$ cat src/step_counter_peak_valley_defines.svh
// Assertion macros shared by the step counter. Each expects clk_i and rst_ni in scope.
`ifndef STEP_COUNTER_PEAK_VALLEY_DEFINES_SVH
`define STEP_COUNTER_PEAK_VALLEY_DEFINES_SVH

// The consequent must hold in the same cycle as the antecedent.
`define SPV_ASSERT_SAME(label, ante, cons) \
  label: assert property (@(posedge clk_i) disable iff (!rst_ni) (ante) |-> (cons)) \
    else $error("step counter check failed");

// The consequent must hold in the cycle after the antecedent.
`define SPV_ASSERT_NEXT(label, ante, cons) \
  label: assert property (@(posedge clk_i) disable iff (!rst_ni) (ante) |=> (cons)) \
    else $error("step counter check failed");

`endif

$ cat src/spv_pkg.sv
package spv_pkg;

  localparam int unsigned WindowLen = 5;
  localparam int unsigned IdxW      = $clog2(WindowLen);
  localparam int unsigned FillW     = $clog2(WindowLen + 1);
  localparam int unsigned SumW      = 16 + $clog2(WindowLen);

  localparam logic [15:0] QOne    = 16'd256;
  localparam logic [15:0] Lvl43   = 16'd1101;
  localparam logic [15:0] Lvl33   = 16'd845;
  localparam logic [15:0] Lvl23   = 16'd589;
  localparam logic [15:0] Lvl20   = 16'd512;
  localparam logic [15:0] Lvl17   = 16'd435;

  localparam logic [SumW-1:0] SumThr8 = SumW'(8 * QOne * WindowLen);
  localparam logic [SumW-1:0] SumThr7 = SumW'(7 * QOne * WindowLen);
  localparam logic [SumW-1:0] SumThr4 = SumW'(4 * QOne * WindowLen);
  localparam logic [SumW-1:0] SumThr3 = SumW'(3 * QOne * WindowLen);

  localparam logic [7:0] RiseMax = 8'd255;
  localparam logic [7:0] RiseMin = 8'd2;

  typedef enum logic [2:0] {
    CfgPeakMin    = 3'd0,
    CfgPeakMax    = 3'd1,
    CfgSwingFloor = 3'd2,
    CfgMinGap     = 3'd3,
    CfgMaxGap     = 3'd4,
    CfgDashGap    = 3'd5,
    CfgRunGap     = 3'd6
  } cfg_idx_e;

  localparam logic [15:0] RstPeakMin    = 16'd2816;
  localparam logic [15:0] RstPeakMax    = 16'd5018;
  localparam logic [15:0] RstSwingFloor = 16'd435;
  localparam logic [15:0] RstMinGap     = 16'd150;
  localparam logic [15:0] RstMaxGap     = 16'd2000;
  localparam logic [15:0] RstDashGap    = 16'd250;
  localparam logic [15:0] RstRunGap     = 16'd400;

  typedef struct packed {
    logic [15:0] peak_min;
    logic [15:0] peak_max;
    logic [15:0] swing_floor;
    logic [15:0] min_gap_ms;
    logic [15:0] max_gap_ms;
    logic [15:0] dash_gap_ms;
    logic [15:0] run_gap_ms;
  } cfg_t;

  typedef struct packed {
    logic        peak;
    logic        pos;
    logic [15:0] swing;
  } peak_evt_t;

endpackage

$ cat src/spv_cfg_regs.sv
module spv_cfg_regs (
  input  logic          clk_i,
  input  logic          rst_ni,
  input  logic          cfg_we_i,
  input  logic [2:0]    cfg_index_i,
  input  logic [15:0]   cfg_wdata_i,
  output spv_pkg::cfg_t cfg_o
);

  spv_pkg::cfg_t cfg_q;

  always_ff @(posedge clk_i or negedge rst_ni) begin
    if (!rst_ni) begin
      cfg_q.peak_min    <= spv_pkg::RstPeakMin;
      cfg_q.peak_max    <= spv_pkg::RstPeakMax;
      cfg_q.swing_floor <= spv_pkg::RstSwingFloor;
      cfg_q.min_gap_ms  <= spv_pkg::RstMinGap;
      cfg_q.max_gap_ms  <= spv_pkg::RstMaxGap;
      cfg_q.dash_gap_ms <= spv_pkg::RstDashGap;
      cfg_q.run_gap_ms  <= spv_pkg::RstRunGap;
    end else if (cfg_we_i) begin
      case (cfg_index_i)
        spv_pkg::CfgPeakMin:    cfg_q.peak_min    <= cfg_wdata_i;
        spv_pkg::CfgPeakMax:    cfg_q.peak_max    <= cfg_wdata_i;
        spv_pkg::CfgSwingFloor: cfg_q.swing_floor <= cfg_wdata_i;
        spv_pkg::CfgMinGap:     cfg_q.min_gap_ms  <= cfg_wdata_i;
        spv_pkg::CfgMaxGap:     cfg_q.max_gap_ms  <= cfg_wdata_i;
        spv_pkg::CfgDashGap:    cfg_q.dash_gap_ms <= cfg_wdata_i;
        spv_pkg::CfgRunGap:     cfg_q.run_gap_ms  <= cfg_wdata_i;
        default: ;
      endcase
    end
  end

  assign cfg_o = cfg_q;

endmodule

$ cat src/spv_peak_detect.sv
module spv_peak_detect (
  input  logic               clk_i,
  input  logic               rst_ni,
  input  logic               fire_i,
  input  logic [15:0]        sample_i,
  input  spv_pkg::cfg_t      cfg_i,
  output spv_pkg::peak_evt_t evt_o
);

  logic [15:0] prev_q, valley_q, valley_d;
  logic        rising_q, rising_d;
  logic [7:0]  rise_run_q, rise_run_d;
  logic        active, cur_gt;

  // Detection is suspended, with its state held, whenever the previous sample was zero.
  assign active = (prev_q != 16'd0);
  assign cur_gt = (sample_i > prev_q);

  always_comb begin
    rising_d   = rising_q;
    rise_run_d = rise_run_q;
    valley_d   = valley_q;
    if (active) begin
      rising_d = cur_gt;
      if (cur_gt) begin
        if (rise_run_q != spv_pkg::RiseMax) begin
          rise_run_d = rise_run_q + 8'd1;
        end
        if (!rising_q) begin
          valley_d = prev_q;
        end
      end else begin
        rise_run_d = 8'd0;
      end
    end
  end

  assign evt_o.peak  = active && !cur_gt && rising_q && (rise_run_q >= spv_pkg::RiseMin) &&
                       (prev_q >= cfg_i.peak_min) && (prev_q <= cfg_i.peak_max);
  assign evt_o.pos   = (prev_q >= valley_q);
  assign evt_o.swing = prev_q - valley_q;

  always_ff @(posedge clk_i or negedge rst_ni) begin
    if (!rst_ni) begin
      prev_q     <= 16'd0;
      valley_q   <= 16'd0;
      rising_q   <= 1'b0;
      rise_run_q <= 8'd0;
    end else if (fire_i) begin
      prev_q     <= sample_i;
      valley_q   <= valley_d;
      rising_q   <= rising_d;
      rise_run_q <= rise_run_d;
    end
  end

endmodule

$ cat src/spv_swing_window.sv
module spv_swing_window (
  input  logic        clk_i,
  input  logic        rst_ni,
  input  logic        push_i,
  input  logic [15:0] swing_i,
  output logic [15:0] thr_o
);

  logic [15:0]                  win_q [spv_pkg::WindowLen];
  logic [spv_pkg::FillW-1:0]    fill_q;
  logic [15:0]                  thr_q;
  logic [spv_pkg::SumW-1:0]     sum;
  logic [15:0]                  level;
  logic                         full;

  always_comb begin
    sum = '0;
    for (int i = 0; i < spv_pkg::WindowLen; i++) begin
      sum = sum + spv_pkg::SumW'(win_q[i]);
    end
  end

  always_comb begin
    if (sum >= spv_pkg::SumThr8) begin
      level = spv_pkg::Lvl43;
    end else if (sum >= spv_pkg::SumThr7) begin
      level = spv_pkg::Lvl33;
    end else if (sum >= spv_pkg::SumThr4) begin
      level = spv_pkg::Lvl23;
    end else if (sum >= spv_pkg::SumThr3) begin
      level = spv_pkg::Lvl20;
    end else begin
      level = spv_pkg::Lvl17;
    end
  end

  assign full = (fill_q >= spv_pkg::FillW'(spv_pkg::WindowLen));

  always_ff @(posedge clk_i or negedge rst_ni) begin
    if (!rst_ni) begin
      for (int i = 0; i < spv_pkg::WindowLen; i++) begin
        win_q[i] <= 16'd0;
      end
      fill_q <= '0;
      thr_q  <= spv_pkg::Lvl20;
    end else if (push_i) begin
      if (!full) begin
        win_q[fill_q[spv_pkg::IdxW-1:0]] <= swing_i;
        fill_q <= fill_q + spv_pkg::FillW'(1);
      end else begin
        // The level is taken from the window before the new swing enters.
        thr_q <= level;
        for (int i = 1; i < spv_pkg::WindowLen; i++) begin
          win_q[i-1] <= win_q[i];
        end
        win_q[spv_pkg::WindowLen-1] <= swing_i;
      end
    end
  end

  assign thr_o = thr_q;

endmodule

$ cat src/spv_step_count.sv
module spv_step_count (
  input  logic               clk_i,
  input  logic               rst_ni,
  input  logic               fire_i,
  input  logic [31:0]        timestamp_i,
  input  spv_pkg::peak_evt_t evt_i,
  input  logic [15:0]        thr_i,
  input  spv_pkg::cfg_t      cfg_i,
  output logic               push_o,
  output logic [31:0]        step_total_o,
  output logic [31:0]        run_total_o,
  output logic [31:0]        dash_total_o,
  output logic               step_seen_o
);

  logic [31:0] latest_q, steps_q, runs_q, dashes_q;
  logic        seen_q;
  logic [31:0] gap;
  logic        gap_ok, step;

  // Gaps are differences modulo 2^32, so a wrapped timestamp still works.
  assign gap    = timestamp_i - latest_q;
  assign gap_ok = (gap >= {16'd0, cfg_i.min_gap_ms});
  assign step   = evt_i.peak && gap_ok && (gap <= {16'd0, cfg_i.max_gap_ms}) &&
                  evt_i.pos && (evt_i.swing >= thr_i);
  assign push_o = fire_i && evt_i.peak && gap_ok && evt_i.pos &&
                  (evt_i.swing >= cfg_i.swing_floor);

  always_ff @(posedge clk_i or negedge rst_ni) begin
    if (!rst_ni) begin
      latest_q <= 32'd0;
      steps_q  <= 32'd0;
      runs_q   <= 32'd0;
      dashes_q <= 32'd0;
      seen_q   <= 1'b0;
    end else if (fire_i) begin
      seen_q <= step;
      if (step || push_o) begin
        latest_q <= timestamp_i;
      end
      if (step) begin
        steps_q <= steps_q + 32'd1;
        if (gap < {16'd0, cfg_i.dash_gap_ms}) begin
          dashes_q <= dashes_q + 32'd1;
        end else if (gap < {16'd0, cfg_i.run_gap_ms}) begin
          runs_q <= runs_q + 32'd1;
        end
      end
    end
  end

  assign step_total_o = steps_q;
  assign run_total_o  = runs_q;
  assign dash_total_o = dashes_q;
  assign step_seen_o  = seen_q;

endmodule

$ cat src/step_counter_peak_valley.sv
// Channel   Direction  Handshake               Payload
// in        input      in_valid_i / in_ready_o  accel_magnitude_i, timestamp_ms_i
// out       output     out_valid_o / out_ready_i step_total_o, run_total_o,
//                                               dash_total_o, step_seen_o
// cfg       input      cfg_we_i                 cfg_index_i, cfg_wdata_i
//
// An item waits in the input register while the result is stalled, then passes to
// the result registers. One item is taken per cycle while no stall holds the flow.
// The rate is set by the single pass from the input register through the detector,
// the five-entry window sum and the counters. Reset is asynchronous and restores
// every register at once but mag_q and ts_q, which have no reset. A stalled result
// holds the input register, which still takes one more item.
`include "step_counter_peak_valley_defines.svh"

module step_counter_peak_valley (
  input  logic        clk_i,
  input  logic        rst_ni,
  input  logic        in_valid_i,
  output logic        in_ready_o,
  input  logic [15:0] accel_magnitude_i,
  input  logic [31:0] timestamp_ms_i,
  output logic        out_valid_o,
  input  logic        out_ready_i,
  output logic [31:0] step_total_o,
  output logic [31:0] run_total_o,
  output logic [31:0] dash_total_o,
  output logic        step_seen_o,
  input  logic        cfg_we_i,
  input  logic [2:0]  cfg_index_i,
  input  logic [15:0] cfg_wdata_i
);

  logic               in_valid_q, out_valid_q;
  logic [15:0]        mag_q;
  logic [31:0]        ts_q;
  logic               advance, fire, push;
  logic [15:0]        thr;
  spv_pkg::cfg_t      cfg;
  spv_pkg::peak_evt_t evt;

  assign advance    = !out_valid_q || out_ready_i;
  assign fire       = in_valid_q && advance;
  assign in_ready_o = !in_valid_q || advance;

  always_ff @(posedge clk_i or negedge rst_ni) begin
    if (!rst_ni) begin
      in_valid_q  <= 1'b0;
      out_valid_q <= 1'b0;
    end else begin
      if (in_ready_o) begin
        in_valid_q <= in_valid_i;
      end
      if (advance) begin
        out_valid_q <= in_valid_q;
      end
    end
  end

  always_ff @(posedge clk_i) begin
    if (in_valid_i && in_ready_o) begin
      mag_q <= accel_magnitude_i;
      ts_q  <= timestamp_ms_i;
    end
  end

  spv_cfg_regs u_cfg (
    .clk_i       (clk_i),
    .rst_ni      (rst_ni),
    .cfg_we_i    (cfg_we_i),
    .cfg_index_i (cfg_index_i),
    .cfg_wdata_i (cfg_wdata_i),
    .cfg_o       (cfg)
  );

  spv_peak_detect u_detect (
    .clk_i    (clk_i),
    .rst_ni   (rst_ni),
    .fire_i   (fire),
    .sample_i (mag_q),
    .cfg_i    (cfg),
    .evt_o    (evt)
  );

  spv_swing_window u_window (
    .clk_i   (clk_i),
    .rst_ni  (rst_ni),
    .push_i  (push),
    .swing_i (evt.swing),
    .thr_o   (thr)
  );

  spv_step_count u_count (
    .clk_i        (clk_i),
    .rst_ni       (rst_ni),
    .fire_i       (fire),
    .timestamp_i  (ts_q),
    .evt_i        (evt),
    .thr_i        (thr),
    .cfg_i        (cfg),
    .push_o       (push),
    .step_total_o (step_total_o),
    .run_total_o  (run_total_o),
    .dash_total_o (dash_total_o),
    .step_seen_o  (step_seen_o)
  );

  assign out_valid_o = out_valid_q;

  `SPV_ASSERT_NEXT(a_step_total_tracks_seen, fire,
                   step_total_o == $past(step_total_o) + {31'd0, step_seen_o})
  `SPV_ASSERT_NEXT(a_run_dash_need_step, fire,
                   step_seen_o || ((run_total_o == $past(run_total_o)) &&
                   (dash_total_o == $past(dash_total_o))))
  `SPV_ASSERT_SAME(a_window_push_on_fire, push, fire && evt.peak)
  `SPV_ASSERT_SAME(a_stall_blocks_input, in_valid_q && !advance, !in_ready_o)

endmodule

$ cat config.mk
export PLATFORM = sky130hd
export DESIGN_NAME = step_counter_peak_valley
export DESIGN_NICKNAME = d
export VERILOG_FILES = /design/src/spv_pkg.sv /design/src/spv_cfg_regs.sv /design/src/spv_peak_detect.sv /design/src/spv_swing_window.sv /design/src/spv_step_count.sv /design/src/step_counter_peak_valley.sv
export VERILOG_INCLUDE_DIRS = /design/src /design/src/src
export SDC_FILE = /design/constraint.sdc
export NUM_CORES = 1
export LEC_CHECK = 0
export BUFFER_PORTS_ARGS = -buffer_cell sky130_fd_sc_hd__buf_2
export CAP_MARGIN = 20
export CORE_UTILIZATION = 50
export CTS_CLUSTER_SIZE = 12
export DETAILED_ROUTE_END_ITERATION = 10
export MAX_ROUTING_LAYER = met4
export PLACE_DENSITY = 0.69
export SLEW_MARGIN = 30
export SYNTH_ARGS = -nofsm -noshare
export SYNTH_HDL_FRONTEND = slang
export SYNTH_SLANG_ARGS = --single-unit
$ cat constraint.sdc
create_clock -name clk_i -period 7.3 [get_ports clk_i]
set_input_delay 0.365 -clock clk_i [delete_from_list [all_inputs] [get_ports clk_i]]
set_output_delay 0.365 -clock clk_i [all_outputs]
set_load 0.005 [all_outputs]
==> results of run 1 <==
[power groups by stage]
stage	Sequential [µW]	Combinational (µW)	Clock (µW)
after global routing	2790	2980	2370
final	2760	2650	2230
after detailed placement	2810	2580	0
after CTS	2760	2620	2280
after floorplan	2760	1820	0
after global placement	2790	2460	0
[metrics by stage]
stage                     area (µm²)  total power, µW
after floorplan                25000             4580
after global placement         26600             5250
after detailed placement       26600             5380
after CTS                      28500             7670
after global routing           28600             8140
final                          28600             7650
[worst max-delay path: cells and delay by family (launching register included)]
| family | cells | cell delay (ns) |
|---|---|---|
| AND/OR/NAND/NOR | 8 | 2.35 |
| AO/OA/AOI/OAI | 8 | 1.74 |
| adder cells (fa/ha/maj) | 3 | 0.77 |
| XOR/XNOR | 2 | 0.61 |
| flip-flops | 1 | 0.37 |
| buffers and inverters | 2 | 0.12 |
[layout by cell type, fill, tap and decap left out, types with 62 or more instances in the layout]
master	count
a21oi_1	96
buf_2	169
dfrtp_1	337
ha_1	225
inv_1	278
mux2_2	103
nand2_1	168
nand3_1	62
nand4_1	63
nor2_1	89
o21ai_0	138
xnor2_1	97
[worst paths after layout]
kind / from / slack [ns] / to / depth (start not counted)
worst max-delay path: ts_q[0]$_DFFE_PP_ / 1.25 / u_count.run_total_o[27]$_DFFE_PN0P_ / 23
worst min-delay path: out_ready_i / 0.11 / out_valid_o$_DFFE_PN0P_ / 3
worst max register to register: ts_q[0]$_DFFE_PP_ / 1.25 / u_count.run_total_o[27]$_DFFE_PN0P_ / 23
worst min register to register: u_count.run_total_o[31]$_DFFE_PN0P_ / 0.48 / u_count.run_total_o[31]$_DFFE_PN0P_ / 1
max in group asynchronous: rst_ni / 5.68 / u_count.latest_q[22]$_DFFE_PN0P_ / 4
min in group asynchronous: rst_ni / 0.30 / u_window.win_q[68]$_DFFE_PN0P_ / 2
[flip-flops by register name (all words and copies together), names as in the netlist, 32 cells and up]
signal                count
u_count.step_total_o     32
u_count.latest_q         32
u_count.dash_total_o     32
u_window.win_q           80
ts_q                     32
u_count.run_total_o      32
u_cfg.cfg_o             112
[layout make-up]
| class | instances | area [µm²] |
|---|---|---|
| flip-flops and latches | 421 | 10800 |
| clock inverters | 15 | 161 |
| well taps | 664 | 831 |
| diodes | 5 | 12.5 |
| clock buffers | 69 | 1260 |
| inverters | 278 | 1040 |
| repair buffers | 248 | 1610 |
| multi-input cells | 1649 | 12900 |
| fillers | 4082 | 20500 |
[layer usage]
layer  wire [µm]  track usage, %  vias to the layer above
li1            -               -                     9041
met1       27300            32.5                     9457
met2       30800            43.2                      455
met3        2840            3.51                      135
met4        2050            9.74                        0
met5           0               -                        -
[logic make-up (layout without fill, tap and decap cells)]
group,count (synthesis),in the layout
buffers and inverters,352,610
XOR/XNOR,149,149
AO/OA/AOI/OAI,529,529
adder cells (fa/ha/maj),260,260
flip-flops,421,421
AND/OR/NAND/NOR,581,581
other,0,5
multiplexers,130,130
==> impl_metrics.env, run 1 <==
export IMPL_outcome="complete, no violations"
export IMPL_row_count=81
export IMPL_cts_setup_buffers=0
export IMPL_p_int_uw=4970
export IMPL_drt_first_iter_violations=1238
export IMPL_ctsResizeCount=0
export IMPL_core_mm2=0.0492
export IMPL_peakVddDrop_mv=0.290
export IMPL_critPathMaxFanout=13
export IMPL_post_route_min_period_ns=6.05
export IMPL_yosys_top_cells_count="337 x dfrtp_1, 278 x inv_1, 225 x ha_1"
export IMPL_critPathMaxStageDelay_ns=0.62
export IMPL_hold_viol=0
export IMPL_synth_mux_area_share_pct=5.82
export IMPL_wire_per_inst_um=18.8
export IMPL_required_ns=7.82
export IMPL_yosysUniqueCellTypes=81
export IMPL_synth_warnings=0
export IMPL_seq_area_frac_synth_pct=43.3
export IMPL_fin_util_pct=58.2
export IMPL_finalSetupViolCount=0
export IMPL_period_share_pct=82.8
export IMPL_stdcell_count=3349
export IMPL_async_reset_ff_share_pct=88.6
export IMPL_synth_most_common_cell="dfrtp_1"
export IMPL_io_pins=171
export IMPL_path_class="register to register"
export IMPL_dr_pass1_iters=6
export IMPL_antenna_found_initial=5
export IMPL_grt_pass1_vias=19600
export IMPL_drt_vias_per_instance=5.70
export IMPL_drv_slew=0
export IMPL_clkPwrFrac_pct=29.2
export IMPL_fin_tns_setup_ns=0
export IMPL_endpoint_kind="register"
export IMPL_synthXorXnorAreaFrac_pct=5.22
export IMPL_overflow=0
export IMPL_synthTopCellsByArea="dfrtp_1 34%, ha_1 11%, edfxtp_1 5.8%, mux2_2 4.6%, inv_1 4.2%"
export IMPL_ys_ff_latch=421
export IMPL_synth_top_family_by_area="adder cells"
export IMPL_path_cells="inv_1 -> ha_1 -> inv_1 -> fa_1 -> a21o_1 -> a22o_1 -> o41ai_2 -> and2_1 -> o21ai_0 -> nand3_1 -> nand2_1 -> xor2_1 -> ha_1 -> o21ai_0 -> nand2b_1 -> a21oi_1 -> nor4bb_1 -> a21o_1 -> o2111ai_1 -> nor4_1 -> nand3_1 -> nor3_1 -> xor2_1"
export IMPL_fin_ws_ns=1.25
export IMPL_drive_above_1_share_pct=16.2
export IMPL_netSwitchingPower_uw=2690
export IMPL_finClkSkew_ns=0.0240
export IMPL_die_x_um=226
export IMPL_post_place_ws_ns=1.22
export IMPL_pwr_density_cell_mw_per_mm2=267
export IMPL_cts_root_buffer="clkbuf_16"
export IMPL_syn2layout_area_growth_pct=14.5
export IMPL_tightest_slew_ns=1.01
export IMPL_dp_cells=3206
export IMPL_grt_first_pass_wirelength_um=102000
export IMPL_io_buffers=170
export IMPL_cts_sinks=421
export IMPL_htree_levels=2
export IMPL_holdWs_ns=0.112
export IMPL_hpwl_um=44500
export IMPL_synth_compound_area_share_pct=14.0
export IMPL_wl_um=62900
export IMPL_sw_frac_of_total_pct=35.1
export IMPL_hp_class="input port to register"
export IMPL_combPwrFrac_pct=34.7
export IMPL_hold_buffers=50
export IMPL_globalplace_congestion=0.910
export IMPL_clkTransAtPathRegs_ns=0.06
export IMPL_syn_instance_count=2422
export IMPL_drc=0
export IMPL_synth_fp_nets=2754
export IMPL_syn_area_mm2=0.0250
export IMPL_relSlewSlack_pct=32.9
export IMPL_initial_utilization_pct=50.9
export IMPL_synth_edf_count=48
export IMPL_synth_top_area_share_pct=33.7
export IMPL_cts_buffers=46
export IMPL_cap_violations=0
export IMPL_rsz0062_at_grt="no"
export IMPL_power_leakage_uw=0.0136
export IMPL_dieArea_mm2=0.0509
export IMPL_cp_arrival_ns=6.56
export IMPL_cts_buffer_depth=3
export IMPL_vias=19100
export IMPL_nets=2976
export IMPL_yosys_area_share_adder_pct=14.1
export IMPL_timing_fmax_mhz=165
export IMPL_cts_tree="built"
export IMPL_clock_latency_ns=0.60
export IMPL_critPathSlowestCell="nor4_1"
export IMPL_yosysTopAreaCell="dfrtp_1"
export IMPL_fp_dieH_um=226
export IMPL_grt_max_degree=181
export IMPL_syn_area_per_cell_um2=10.3
export IMPL_grtUsageTotal_pct=26.0
export IMPL_power_frac_seq_pct=36.1
export IMPL_synth_simple_area_share_pct=12.1
export IMPL_worst_setup_path_start_kind="register"
export IMPL_drtAntennaViolNets=0
export IMPL_synth_flop_cell="dfrtp_1"
Note: power is estimated with default switching activity, not from simulation.
==> inputs of run 2 (changes only) <==
- PLACE_DENSITY: 0.69 -> 0.72
- clock period: 7.3 -> 4.8 ns (I/O delays scaled with it)
==> run 2 against run 1 <==
The run now ends with setup timing left. Sequential power up 51%. Die area is the same. Cell count grew 5.7%. Highest routed layer unchanged. Cell area up 13%. Largest cell class unchanged. Worst setup slack worse by 1.5 ns. Clock skew rose by 0.0059 ns. Non-clock buffer count increased by 189. Sequential share of layout area fell by 4.3 points.
==> impl_metrics.env, run 2 (synthesis results as in run 1) <==
export IMPL_hold_viol=0
export IMPL_clock_latency_ns=0.61
export IMPL_initial_utilization_pct=50.9
export IMPL_htree_levels=2
export IMPL_power_leakage_uw=0.0153
export IMPL_drt_vias_per_instance=5.76
export IMPL_netSwitchingPower_uw=4470
export IMPL_clkPwrFrac_pct=28.5
export IMPL_tightest_slew_ns=1.16
export IMPL_endpoint_kind="register"
export IMPL_fp_dieH_um=226
export IMPL_worst_setup_path_start_kind="register"
export IMPL_grt_pass1_vias=20300
export IMPL_most_common_layout_cells="337 x dfrtp_1, 274 x inv_1, 213 x ha_1"
export IMPL_p_int_uw=8110
export IMPL_dr_pass1_iters=5
export IMPL_overflow=0
export IMPL_drc=0
export IMPL_io_buffers=170
export IMPL_timing_fmax_mhz=198
export IMPL_drt_first_iter_violations=1569
export IMPL_grt_first_pass_wirelength_um=106000
export IMPL_nets=3166
export IMPL_seq_area_mm2=0.0108
export IMPL_syn2layout_area_growth_pct=29.3
export IMPL_fillers=3621
export IMPL_period_share_pct=105
export IMPL_core_mm2=0.0492
export IMPL_drive_above_1_share_pct=27.9
export IMPL_cts_buffers=47
export IMPL_cts_sinks=421
export IMPL_dieArea_mm2=0.0509
export IMPL_finalSetupViolCount=148
export IMPL_vias=20400
export IMPL_stdcell_count=3541
export IMPL_post_route_min_period_ns=5.04
export IMPL_grtUsageTotal_pct=26.9
export IMPL_cap_violations=0
export IMPL_violations="setup timing"
export IMPL_cts_buffer_depth=3
export IMPL_antenna_found_initial=6
export IMPL_hp_class="input port to register"
export IMPL_wl_um=70100
export IMPL_io_pins=171
export IMPL_drv_slew=0
export IMPL_cts_root_buffer="clkbuf_16"
export IMPL_pwr_density_cell_mw_per_mm2=390
export IMPL_die_x_um=226
export IMPL_grt_max_degree=100
export IMPL_outcome="complete, but fails checks"
export IMPL_sw_frac_of_total_pct=35.5
export IMPL_power_frac_seq_pct=33.2
export IMPL_largest_reg_flops=112
export IMPL_wire_per_inst_um=19.8
export IMPL_globalplace_congestion=0.897
export IMPL_dp_cells=3313
export IMPL_drtAntennaViolNets=0
export IMPL_finClkSkew_ns=0.0298
export IMPL_cts_tree="built"
export IMPL_multi_input_area_mm2=0.0144
export IMPL_rsz0062_at_grt="yes"
export IMPL_clkTransAtPathRegs_ns=0.06
export IMPL_fin_util_pct=65.7
export IMPL_required_ns=5.27
export IMPL_critPathMaxFanout=3
export IMPL_relSlewSlack_pct=21.8
export IMPL_combPwrFrac_pct=38.3
export IMPL_cp_arrival_ns=5.51
export IMPL_power_uw=12600
export IMPL_holdWs_ns=0.0116
export IMPL_fin_ws_ns=-0.241
export IMPL_path_class="register to register"
export IMPL_hpwl_um=45900
export IMPL_peakVddDrop_mv=0.327
export IMPL_final_common_cell="dfrtp_1"
export IMPL_row_count=81
## run 2: cell count changes in the layout (fill, tap and decap cells not counted), sizes merged
cell	before	now
clkinv	11	10
clkbuf	69	79
diode	5	6
dlygate4sd3	50	63
buf	198	365
bufinv	2	1
clkinvlp	0	2
inv	280	281
## run 2: critical path: stages (launching register included)
cell	delay [ns]
dfrtp_1	0.36
ha_2	0.20
inv_2	0.04
fa_2	0.36
nor2b_2	0.13
o21ai_2	0.08
a21boi_2	0.17
o21ai_2	0.10
a21boi_2	0.22
nor2_1	0.10
fa_1	0.50
inv_1	0.05
fa_1	0.47
inv_1	0.04
ha_1	0.28
o21a_1	0.18
nor2_2	0.12
a31o_2	0.15
o21ai_2	0.07
o31a_1	0.32
o21ai_2	0.16
mux2i_1	0.20
and3_4	0.21
o21ai_0	0.12
mux2_2	0.29
## run 2: repair_timing
item	CTS	global route
hold buffers	63	0
pin swaps	51	97
endpoints found under the hold margin	141	0
setup endpoints to repair	214	218
resized for setup	127	228
cloned	6	13
buffers inserted	21	36
## run 2: area by class of cell
cell class	instances	share of cell area, %
Multi-Input combinational cell	1649	44.5
Sequential cell	421	33.5
Timing Repair Buffer	437	11.5
Clock buffer	70	4.22
Inverter	278	3.23
Tap cell	664	2.57
Clock inverter	16	0.449
Antenna cell	6	0.0465
## run 2: final timing paths
| kind | slack [ns] | end | start | depth (start not counted) |
|---|---|---|---|---|
| worst max-delay path | -0.24 | u_window.thr_o[10]$_DFFE_PN0P_ | u_window.win_q[64]$_DFFE_PN0P_ | 24 |
| worst min-delay path | 0.01 | u_cfg.cfg_o[107]$_DFFE_PN1P_ | cfg_wdata_i[11] | 3 |
| worst max register to register | -0.24 | u_window.thr_o[10]$_DFFE_PN0P_ | u_window.win_q[64]$_DFFE_PN0P_ | 24 |
| worst min register to register | 0.47 | u_count.run_total_o[31]$_DFFE_PN0P_ | u_count.run_total_o[31]$_DFFE_PN0P_ | 1 |
| max in group asynchronous | 3.11 | u_window.win_q[42]$_DFFE_PN0P_ | rst_ni | 4 |
| min in group asynchronous | 0.17 | u_window.win_q[36]$_DFFE_PN0P_ | rst_ni | 2 |
## run 2: routing by layer
metal	global-route usage (%)	part of all wire, %	vias up
met5	-	0	-
met4	10.0	3.8	0
met3	3.50	5.7	198
met2	44.8	49	655
met1	33.4	41	10100
li1	-	-	9423
## run 2: stage by stage
stage	setup TNS (ns)	setup WS, ns	instance area [µm²]
5_1_grt	-53.04	-0.515	32300
2_1_floorplan	-0.0229	-0.0229	25000
6_report	-10.29	-0.241	32300
4_1_cts	-7.73	-0.200	30600
3_3_place_gp	-8.43	-0.279	27500
3_5_place_dp	-43.11	-0.423	27600
## run 2: power groups by stage
stage          registers [µW]  clock network (µW)  logic, µW
2_1_floorplan            4190                   0       2780
3_3_place_gp             4220                   0       4150
3_5_place_dp             4230                   0       4340
4_1_cts                  4170                3620       4520
5_1_grt                  4210                3760       5310
6_report                 4180                3580       4830
